**src/design/byte_stuffing_frame_encoder_assert.svh**
```systemverilog
// assertion macros used by the encoder slot module
`ifndef BYTE_STUFFING_FRAME_ENCODER_ASSERT_SVH
`define BYTE_STUFFING_FRAME_ENCODER_ASSERT_SVH

// same-cycle implication, checked out of reset
`define BSFE_ASSERT_NOW(label, clk, rst, ante, cons) \
   label: assert property (@(posedge clk) disable iff (rst) (ante) |-> (cons)) \
      else $error("bsfe assertion failed");

// next-cycle implication, checked out of reset
`define BSFE_ASSERT_NEXT(label, clk, rst, ante, cons) \
   label: assert property (@(posedge clk) disable iff (rst) (ante) |=> (cons)) \
      else $error("bsfe assertion failed");

`endif

```
**src/design/bsfe_pkg.sv**
```systemverilog
package bsfe_pkg;

   localparam logic [7:0] FLAG_BYTE   = 8'h7E;
   localparam logic [7:0] ESCAPE_BYTE = 8'h7D;
   localparam logic [7:0] ESCAPE_XOR  = 8'h20;

   localparam int unsigned MAX_BYTES = 4;
   localparam int unsigned IDX_W     = $clog2(MAX_BYTES);

   // all line bytes caused by one request, in order from index 0
   typedef struct packed {
      logic [MAX_BYTES-1:0][7:0] bytes;
      logic [IDX_W-1:0]          last_idx;
   } bsfe_burst_type;

   // one line byte handed from the sequencer to the output register
   typedef struct packed {
      logic       valid;
      logic [7:0] data;
      logic       last;
   } bsfe_byte_type;

endpackage

```
**src/design/byte_stuffing_frame_encoder.sv**
```systemverilog
// channel   direction  tdata         tlast          tuser
// req_      in         payload_byte  last_of_frame  [0] first_of_frame, [1] empty_frame
// rsp_      out        line_byte     run_end        -
//
// a request is expanded into 1 to 4 line bytes held in one slot register; the slot
// sends one byte per cycle into the output register unless rsp_tready holds it,
// and the next request loads as the last one leaves.
// reset clears the slot and output valid flags; no memory, no clearing pass.
// rsp_tready low with a full output register holds it and the slot; req_tready follows.
module byte_stuffing_frame_encoder
   import bsfe_pkg::*;
(
   input  logic       clock,
   input  logic       reset,
   input  logic       req_tvalid,
   output logic       req_tready,
   input  logic [7:0] req_tdata,   // [7:0] payload_byte
   input  logic       req_tlast,
   input  logic [1:0] req_tuser,   // [0] first_of_frame, [1] empty_frame
   output logic       rsp_tvalid,
   input  logic       rsp_tready,
   output logic [7:0] rsp_tdata,   // [7:0] line_byte
   output logic       rsp_tlast
);

   bsfe_burst_type burst;
   bsfe_byte_type  cur_byte;
   logic           slot_free;
   logic           load;
   logic           byte_take;

   logic       out_valid_ff, out_valid_in;
   logic [7:0] out_data_ff, out_data_in;
   logic       out_last_ff, out_last_in;

   bsfe_expand u_expand (
      .payload_byte   (req_tdata),
      .first_of_frame (req_tuser[0]),
      .last_of_frame  (req_tlast),
      .empty_frame    (req_tuser[1]),
      .burst          (burst)
   );

   assign byte_take  = cur_byte.valid && (!out_valid_ff || rsp_tready);
   assign req_tready = slot_free;
   assign load       = req_tvalid && slot_free;

   bsfe_slot u_slot (
      .clock     (clock),
      .reset     (reset),
      .load      (load),
      .burst     (burst),
      .byte_take (byte_take),
      .slot_free (slot_free),
      .cur_byte  (cur_byte)
   );

   always_comb begin
      out_valid_in = out_valid_ff;
      out_data_in  = out_data_ff;
      out_last_in  = out_last_ff;
      if (byte_take) begin
         out_valid_in = 1'b1;
         out_data_in  = cur_byte.data;
         out_last_in  = cur_byte.last;
      end else if (rsp_tready) begin
         out_valid_in = 1'b0;
      end
   end

   always_ff @(posedge clock) begin
      if (reset) begin
         out_valid_ff <= 1'b0;
      end else begin
         out_valid_ff <= out_valid_in;
      end
      out_data_ff <= out_data_in;
      out_last_ff <= out_last_in;
   end

   assign rsp_tvalid = out_valid_ff;
   assign rsp_tdata  = out_data_ff;
   assign rsp_tlast  = out_last_ff;

endmodule

```
**src/design/bsfe_expand.sv**
```systemverilog
module bsfe_expand
   import bsfe_pkg::*;
(
   input  logic [7:0]     payload_byte,
   input  logic           first_of_frame,
   input  logic           last_of_frame,
   input  logic           empty_frame,
   output bsfe_burst_type burst
);

   logic [IDX_W-1:0] pos;
   logic             needs_escape;

   assign needs_escape = (payload_byte == FLAG_BYTE) || (payload_byte == ESCAPE_BYTE);

   always_comb begin
      burst = '0;
      pos   = '0;
      if (empty_frame) begin
         burst.bytes[0] = FLAG_BYTE;
         burst.bytes[1] = FLAG_BYTE;
         burst.last_idx = IDX_W'(1);
      end else begin
         if (first_of_frame) begin
            burst.bytes[pos] = FLAG_BYTE;
            pos              = pos + IDX_W'(1);
         end
         if (needs_escape) begin
            burst.bytes[pos] = ESCAPE_BYTE;
            pos              = pos + IDX_W'(1);
            burst.bytes[pos] = payload_byte ^ ESCAPE_XOR;
         end else begin
            burst.bytes[pos] = payload_byte;
         end
         burst.last_idx = pos;
         if (last_of_frame) begin
            // with the opening mark and an escape this lands on the top index
            pos              = pos + IDX_W'(1);
            burst.bytes[pos] = FLAG_BYTE;
            burst.last_idx   = pos;
         end
      end
   end

endmodule

```
**src/design/bsfe_slot.sv**
```systemverilog
`include "byte_stuffing_frame_encoder_assert.svh"

module bsfe_slot
   import bsfe_pkg::*;
(
   input  logic           clock,
   input  logic           reset,
   input  logic           load,
   input  bsfe_burst_type burst,
   input  logic           byte_take,
   output logic           slot_free,
   output bsfe_byte_type  cur_byte
);

   logic             slot_valid_ff, slot_valid_in;
   bsfe_burst_type   burst_ff, burst_in;
   logic [IDX_W-1:0] index_ff, index_in;
   logic             at_last;

   assign at_last   = (index_ff == burst_ff.last_idx);
   // the slot frees up in the same cycle its final byte moves on
   assign slot_free = !slot_valid_ff || (byte_take && at_last);

   assign cur_byte.valid = slot_valid_ff;
   assign cur_byte.data  = burst_ff.bytes[index_ff];
   assign cur_byte.last  = at_last;

   always_comb begin
      slot_valid_in = slot_valid_ff;
      burst_in      = burst_ff;
      index_in      = index_ff;
      if (load) begin
         slot_valid_in = 1'b1;
         burst_in      = burst;
         index_in      = '0;
      end else if (byte_take) begin
         if (at_last) begin
            slot_valid_in = 1'b0;
         end else begin
            index_in = index_ff + IDX_W'(1);
         end
      end
   end

   always_ff @(posedge clock) begin
      if (reset) begin
         slot_valid_ff <= 1'b0;
         index_ff      <= '0;
      end else begin
         slot_valid_ff <= slot_valid_in;
         index_ff      <= index_in;
      end
      burst_ff <= burst_in;
   end

   `BSFE_ASSERT_NOW(a_index_in_range, clock, reset, slot_valid_ff, index_ff <= burst_ff.last_idx)
   `BSFE_ASSERT_NEXT(a_load_fills, clock, reset, load, slot_valid_ff && index_ff == '0)
   `BSFE_ASSERT_NEXT(a_stall_holds, clock, reset, slot_valid_ff && !byte_take && !load,
                     slot_valid_ff && $stable(index_ff))
   `BSFE_ASSERT_NOW(a_no_load_busy, clock, reset, load, slot_free)

endmodule

```
**config.mk**
```make
export PLATFORM = sky130hd
export DESIGN_NAME = byte_stuffing_frame_encoder
export DESIGN_NICKNAME = d
export VERILOG_FILES = /design/src/design/bsfe_pkg.sv /design/src/design/byte_stuffing_frame_encoder.sv /design/src/design/bsfe_expand.sv /design/src/design/bsfe_slot.sv
export VERILOG_INCLUDE_DIRS = /design/src /design/src/design
export SDC_FILE = /design/constraint.sdc
export NUM_CORES = 1
export LEC_CHECK = 0
export ABC_AREA = 0
export BUFFER_PORTS_ARGS = -buffer_cell sky130_fd_sc_hd__buf_4
export CORE_MARGIN = 2
export CORE_UTILIZATION = 55
export DETAILED_ROUTE_END_ITERATION = 12
export PLACE_DENSITY = 0.86
export SETUP_SLACK_MARGIN = 0.1
export SLEW_MARGIN = 15
export SYNTH_ARGS = -nofsm -noshare
export SYNTH_HDL_FRONTEND = slang
export SYNTH_SLANG_ARGS = --single-unit
```
**constraint.sdc**
```tcl
create_clock -name clock -period 1.8 [get_ports clock]
set_input_delay 0.09 -clock clock [delete_from_list [all_inputs] [get_ports clock]]
set_output_delay 0.09 -clock clock [all_outputs]
set_load 0.01 [all_outputs]
```
==> flow_metrics.env <==
export IMPL_use_met1_pct=23.3
export IMPL_tns_ns=0
export IMPL_die_area_mm2=0.00371
export IMPL_dp_cells=194
export IMPL_synth_xor_xnor_area_share_pct=2.95
export IMPL_drv_slew=0
export IMPL_synth_distinct_cells=36
export IMPL_yosys_warnings=0
export IMPL_post_route_min_period_ns=1.63
export IMPL_grt_max_degree=30
export IMPL_nets=178
export IMPL_vias=1071
export IMPL_drv_cap=0
export IMPL_leakagePower_uw=0.000810
export IMPL_grt_first_pass_wirelength_um=4670
export IMPL_critPathMaxFanout=14
export IMPL_grt_pass1_vias=1030
export IMPL_io_buffers=25
export IMPL_grt_use_met2_pct=28.4
export IMPL_synthArstFlopShare_pct=0
export IMPL_finalPower_uw=1880
export IMPL_worstPathRequired_ns=1.82
export IMPL_worstSetupPathType="flop to flop"
export IMPL_met3_usage_pct=6.61
export IMPL_pre_cts_slack_ns=0.147
export IMPL_grt_overflow=0
export IMPL_synth_top_family_by_area="simple AND/OR/NAND/NOR gates"
export IMPL_fmax_mhz=615
export IMPL_area_growth_pct=21.5
export IMPL_setup_worst_path_start_class="flop"
export IMPL_synthSimpleGateAreaFrac_pct=11.9
export IMPL_core_mm2=0.00308
export IMPL_ant_nets=0
export IMPL_ys_ff_latch=40
export IMPL_synth_largest_area_cell="edfxtp_1"
export IMPL_initial_core_util_pct=57.9
export IMPL_wl_um=2900
export IMPL_syn_inst=125
export IMPL_drc=0
export IMPL_antenna_found_initial=0
export IMPL_die_h_um=60.9
export IMPL_numCtsBuffers=5
export IMPL_dr_pass1_iters=4
export IMPL_worst_slack_ns=0.173
export IMPL_cts_tree="built"
export IMPL_min_path_type="input port to flop"
export IMPL_num_fill_cells=202
export IMPL_synth_edf_count=36
export IMPL_postSynthAreaPerCell_um2=14.3
export IMPL_synth_top_area_share_pct=60.6
export IMPL_clk_path_buf_depth=2
export IMPL_drt_iter0_drc=46
export IMPL_power_density_mw_per_mm2=869
export IMPL_syn_area_mm2=0.00178
export IMPL_gp_congestion=0.776
export IMPL_synthFlopType="edfxtp_1"
export IMPL_hold_path_startpoint="req_tvalid"
export IMPL_cts_sinks=40
export IMPL_grtUsageTotal_pct=18.7
export IMPL_synth_common_cells="36 x edfxtp_1, 9 x o21ai_0, 7 x nand2_1"
export IMPL_die_w_um=60.9
export IMPL_outcome="finished, final reports clean"
export IMPL_rsz0062_at_grt="true"
export IMPL_ys_seq_area_share_pct=65.1
export IMPL_syn_nets=141
export IMPL_drive_gt1_share_pct=33.1
export IMPL_synth_fa_ha_area_share_pct=0.702
export IMPL_slowest_stage="edfxtp_1"
export IMPL_fin_crit_sh_pct=90.4
export IMPL_vias_per_cell=5.17
export IMPL_grt_busiest_layer="met2"
export IMPL_instances_no_fill=207
export IMPL_slowest_delay_ns=0.43
export IMPL_synth_compound_area_share_pct=7.51
export IMPL_arrival_ns=1.65
export IMPL_skew_ns=0.00803
export IMPL_place_hpwl_um=2110
export IMPL_synthMuxAreaShare_pct=8.70
export IMPL_crit_chain="xor2_2 > o31ai_4 > and2_2"
export IMPL_rows=20
export IMPL_synth_area_leaders="edfxtp_1 61%, mux4_2 7.6%, dfxtp_1 4.5%"
export IMPL_wl_per_cell_um=14.0
export IMPL_finalHoldViolations=0
export IMPL_timing_rr_start="u_slot.burst_ff[0]"
export IMPL_setup_viol=0
export IMPL_synth_most_common_cell="edfxtp_1"
export IMPL_clock_root_buffer="clkbuf_4"
export IMPL_io_pins=26
export IMPL_htree_levels=2
export IMPL_ir_worst_vdd_mv=0.510
export IMPL_crit_path_end_kind="flop"
export IMPL_num_antenna_cells=0
export IMPL_cts_clk_slew_worst_paths_ns=0.11
export IMPL_startpoint="u_slot.burst_ff[0]"
export IMPL_worstSkewPairLatency_ns=0.35
## final timing paths
| kind | to | slack [ns] | depth (start not counted) |
|---|---|---|---|
| worst max-delay path | u_slot.burst_ff[12] | 0.17 | 3 |
| worst min-delay path | u_slot.slot_valid_ff | 0.02 | 3 |
| worst max register to register | u_slot.burst_ff[12] | 0.17 | 3 |
| worst min register to register | rsp_tdata[7] | 0.58 | 2 |
## per-stage QoR
| step | instance area (um2) | hold slack [ns] | util, % |
|---|---|---|---|
| 6_report | 2170 | 0.0171 | 70.4 |
| 2_1_floorplan | 1780 | 0.159 | - |
| 3_5_place_dp | 2030 | 0.285 | 66.1 |
| 5_1_grt | 2170 | 0.00631 | 70.4 |
| 4_1_cts | 2130 | 0.0145 | 69.2 |
| 3_3_place_gp | 2030 | 0.275 | 66.1 |
## what timing repair did
item                                   CTS  global route
endpoints found under the hold margin    4             0
buffers inserted                         0             3
setup endpoints to repair                0            28
resized for setup                        0             2
hold buffers                             2             0
## routing by layer
| layer | vias up | share of wire (%) | routed length, um |
|---|---|---|---|
| met3 | 12 | 6.3 | 181 |
| met4 | 0 | 4.1 | 120 |
| met5 | - | 0 | 0 |
| met1 | 482 | 43 | 1260 |
| met2 | 45 | 46 | 1340 |
| li1 | 532 | - | - |
## cells by family after synthesis
| logic type | Yosys count |
|---|---|
| AO/OA/AOI/OAI | 21 |
| XOR/XNOR | 6 |
| adder cells (fa/ha/maj) | 1 |
| buffers and inverters | 11 |
| flip-flops | 40 |
| multiplexers | 8 |
| other | 1 |
| AND/OR/NAND/NOR | 37 |
## area by class of cell
type                    instances  area, um2  share of cell area (%)
flip-flops and latches         40       1160                    53.6
multi-input cells              75        594                    27.4
repair buffers                 34        258                    11.9
well taps                      44       55.1                    2.54
clock buffers                   6       41.3                    1.91
clock inverters                 2       35.0                    1.62
inverters                       6       22.5                    1.04
## worst max-delay path, delay by kind of cell (launching register included)
kind | cells | cell delay, ns
flops | 1 | 0.43
xor+xnor | 1 | 0.18
compound gates | 1 | 0.29
simple gates | 1 | 0.40
## registers in the layout (all words and copies together) (netlist names)
signal / cells
u_slot.burst_ff: 27
rsp_tlast: 1
rsp_tdata: 8
rsp_tvalid: 1
u_slot.slot_valid_ff: 1
u_slot.index_ff: 2
## cells in the final DEF, fill, tap and decap left out, drive strengths merged, types with 2 or more instances in the layout
master	synthesis	layout
a21o	2	2
a21oi	3	3
and2	2	3
and3	2	2
and3b	2	2
buf	3	33
clkbuf	2	6
dfxtp	4	4
edfxtp	36	36
inv	6	6
mux2i	2	2
mux4	6	6
nand2	7	7
nand2b	4	4
nor2	6	6
nor2b	3	3
nor3	2	2
o21a	2	2
o21ai	10	10
or2	6	6
xor2	5	5
## power breakdown
part           switching [uW]  internal [uW]  leakage, uW
sequential               19.5           1080     0.000363
combinational             113            110     0.000405
clock                     272            291    0.0000422
(Power assumes the default switching activity.)
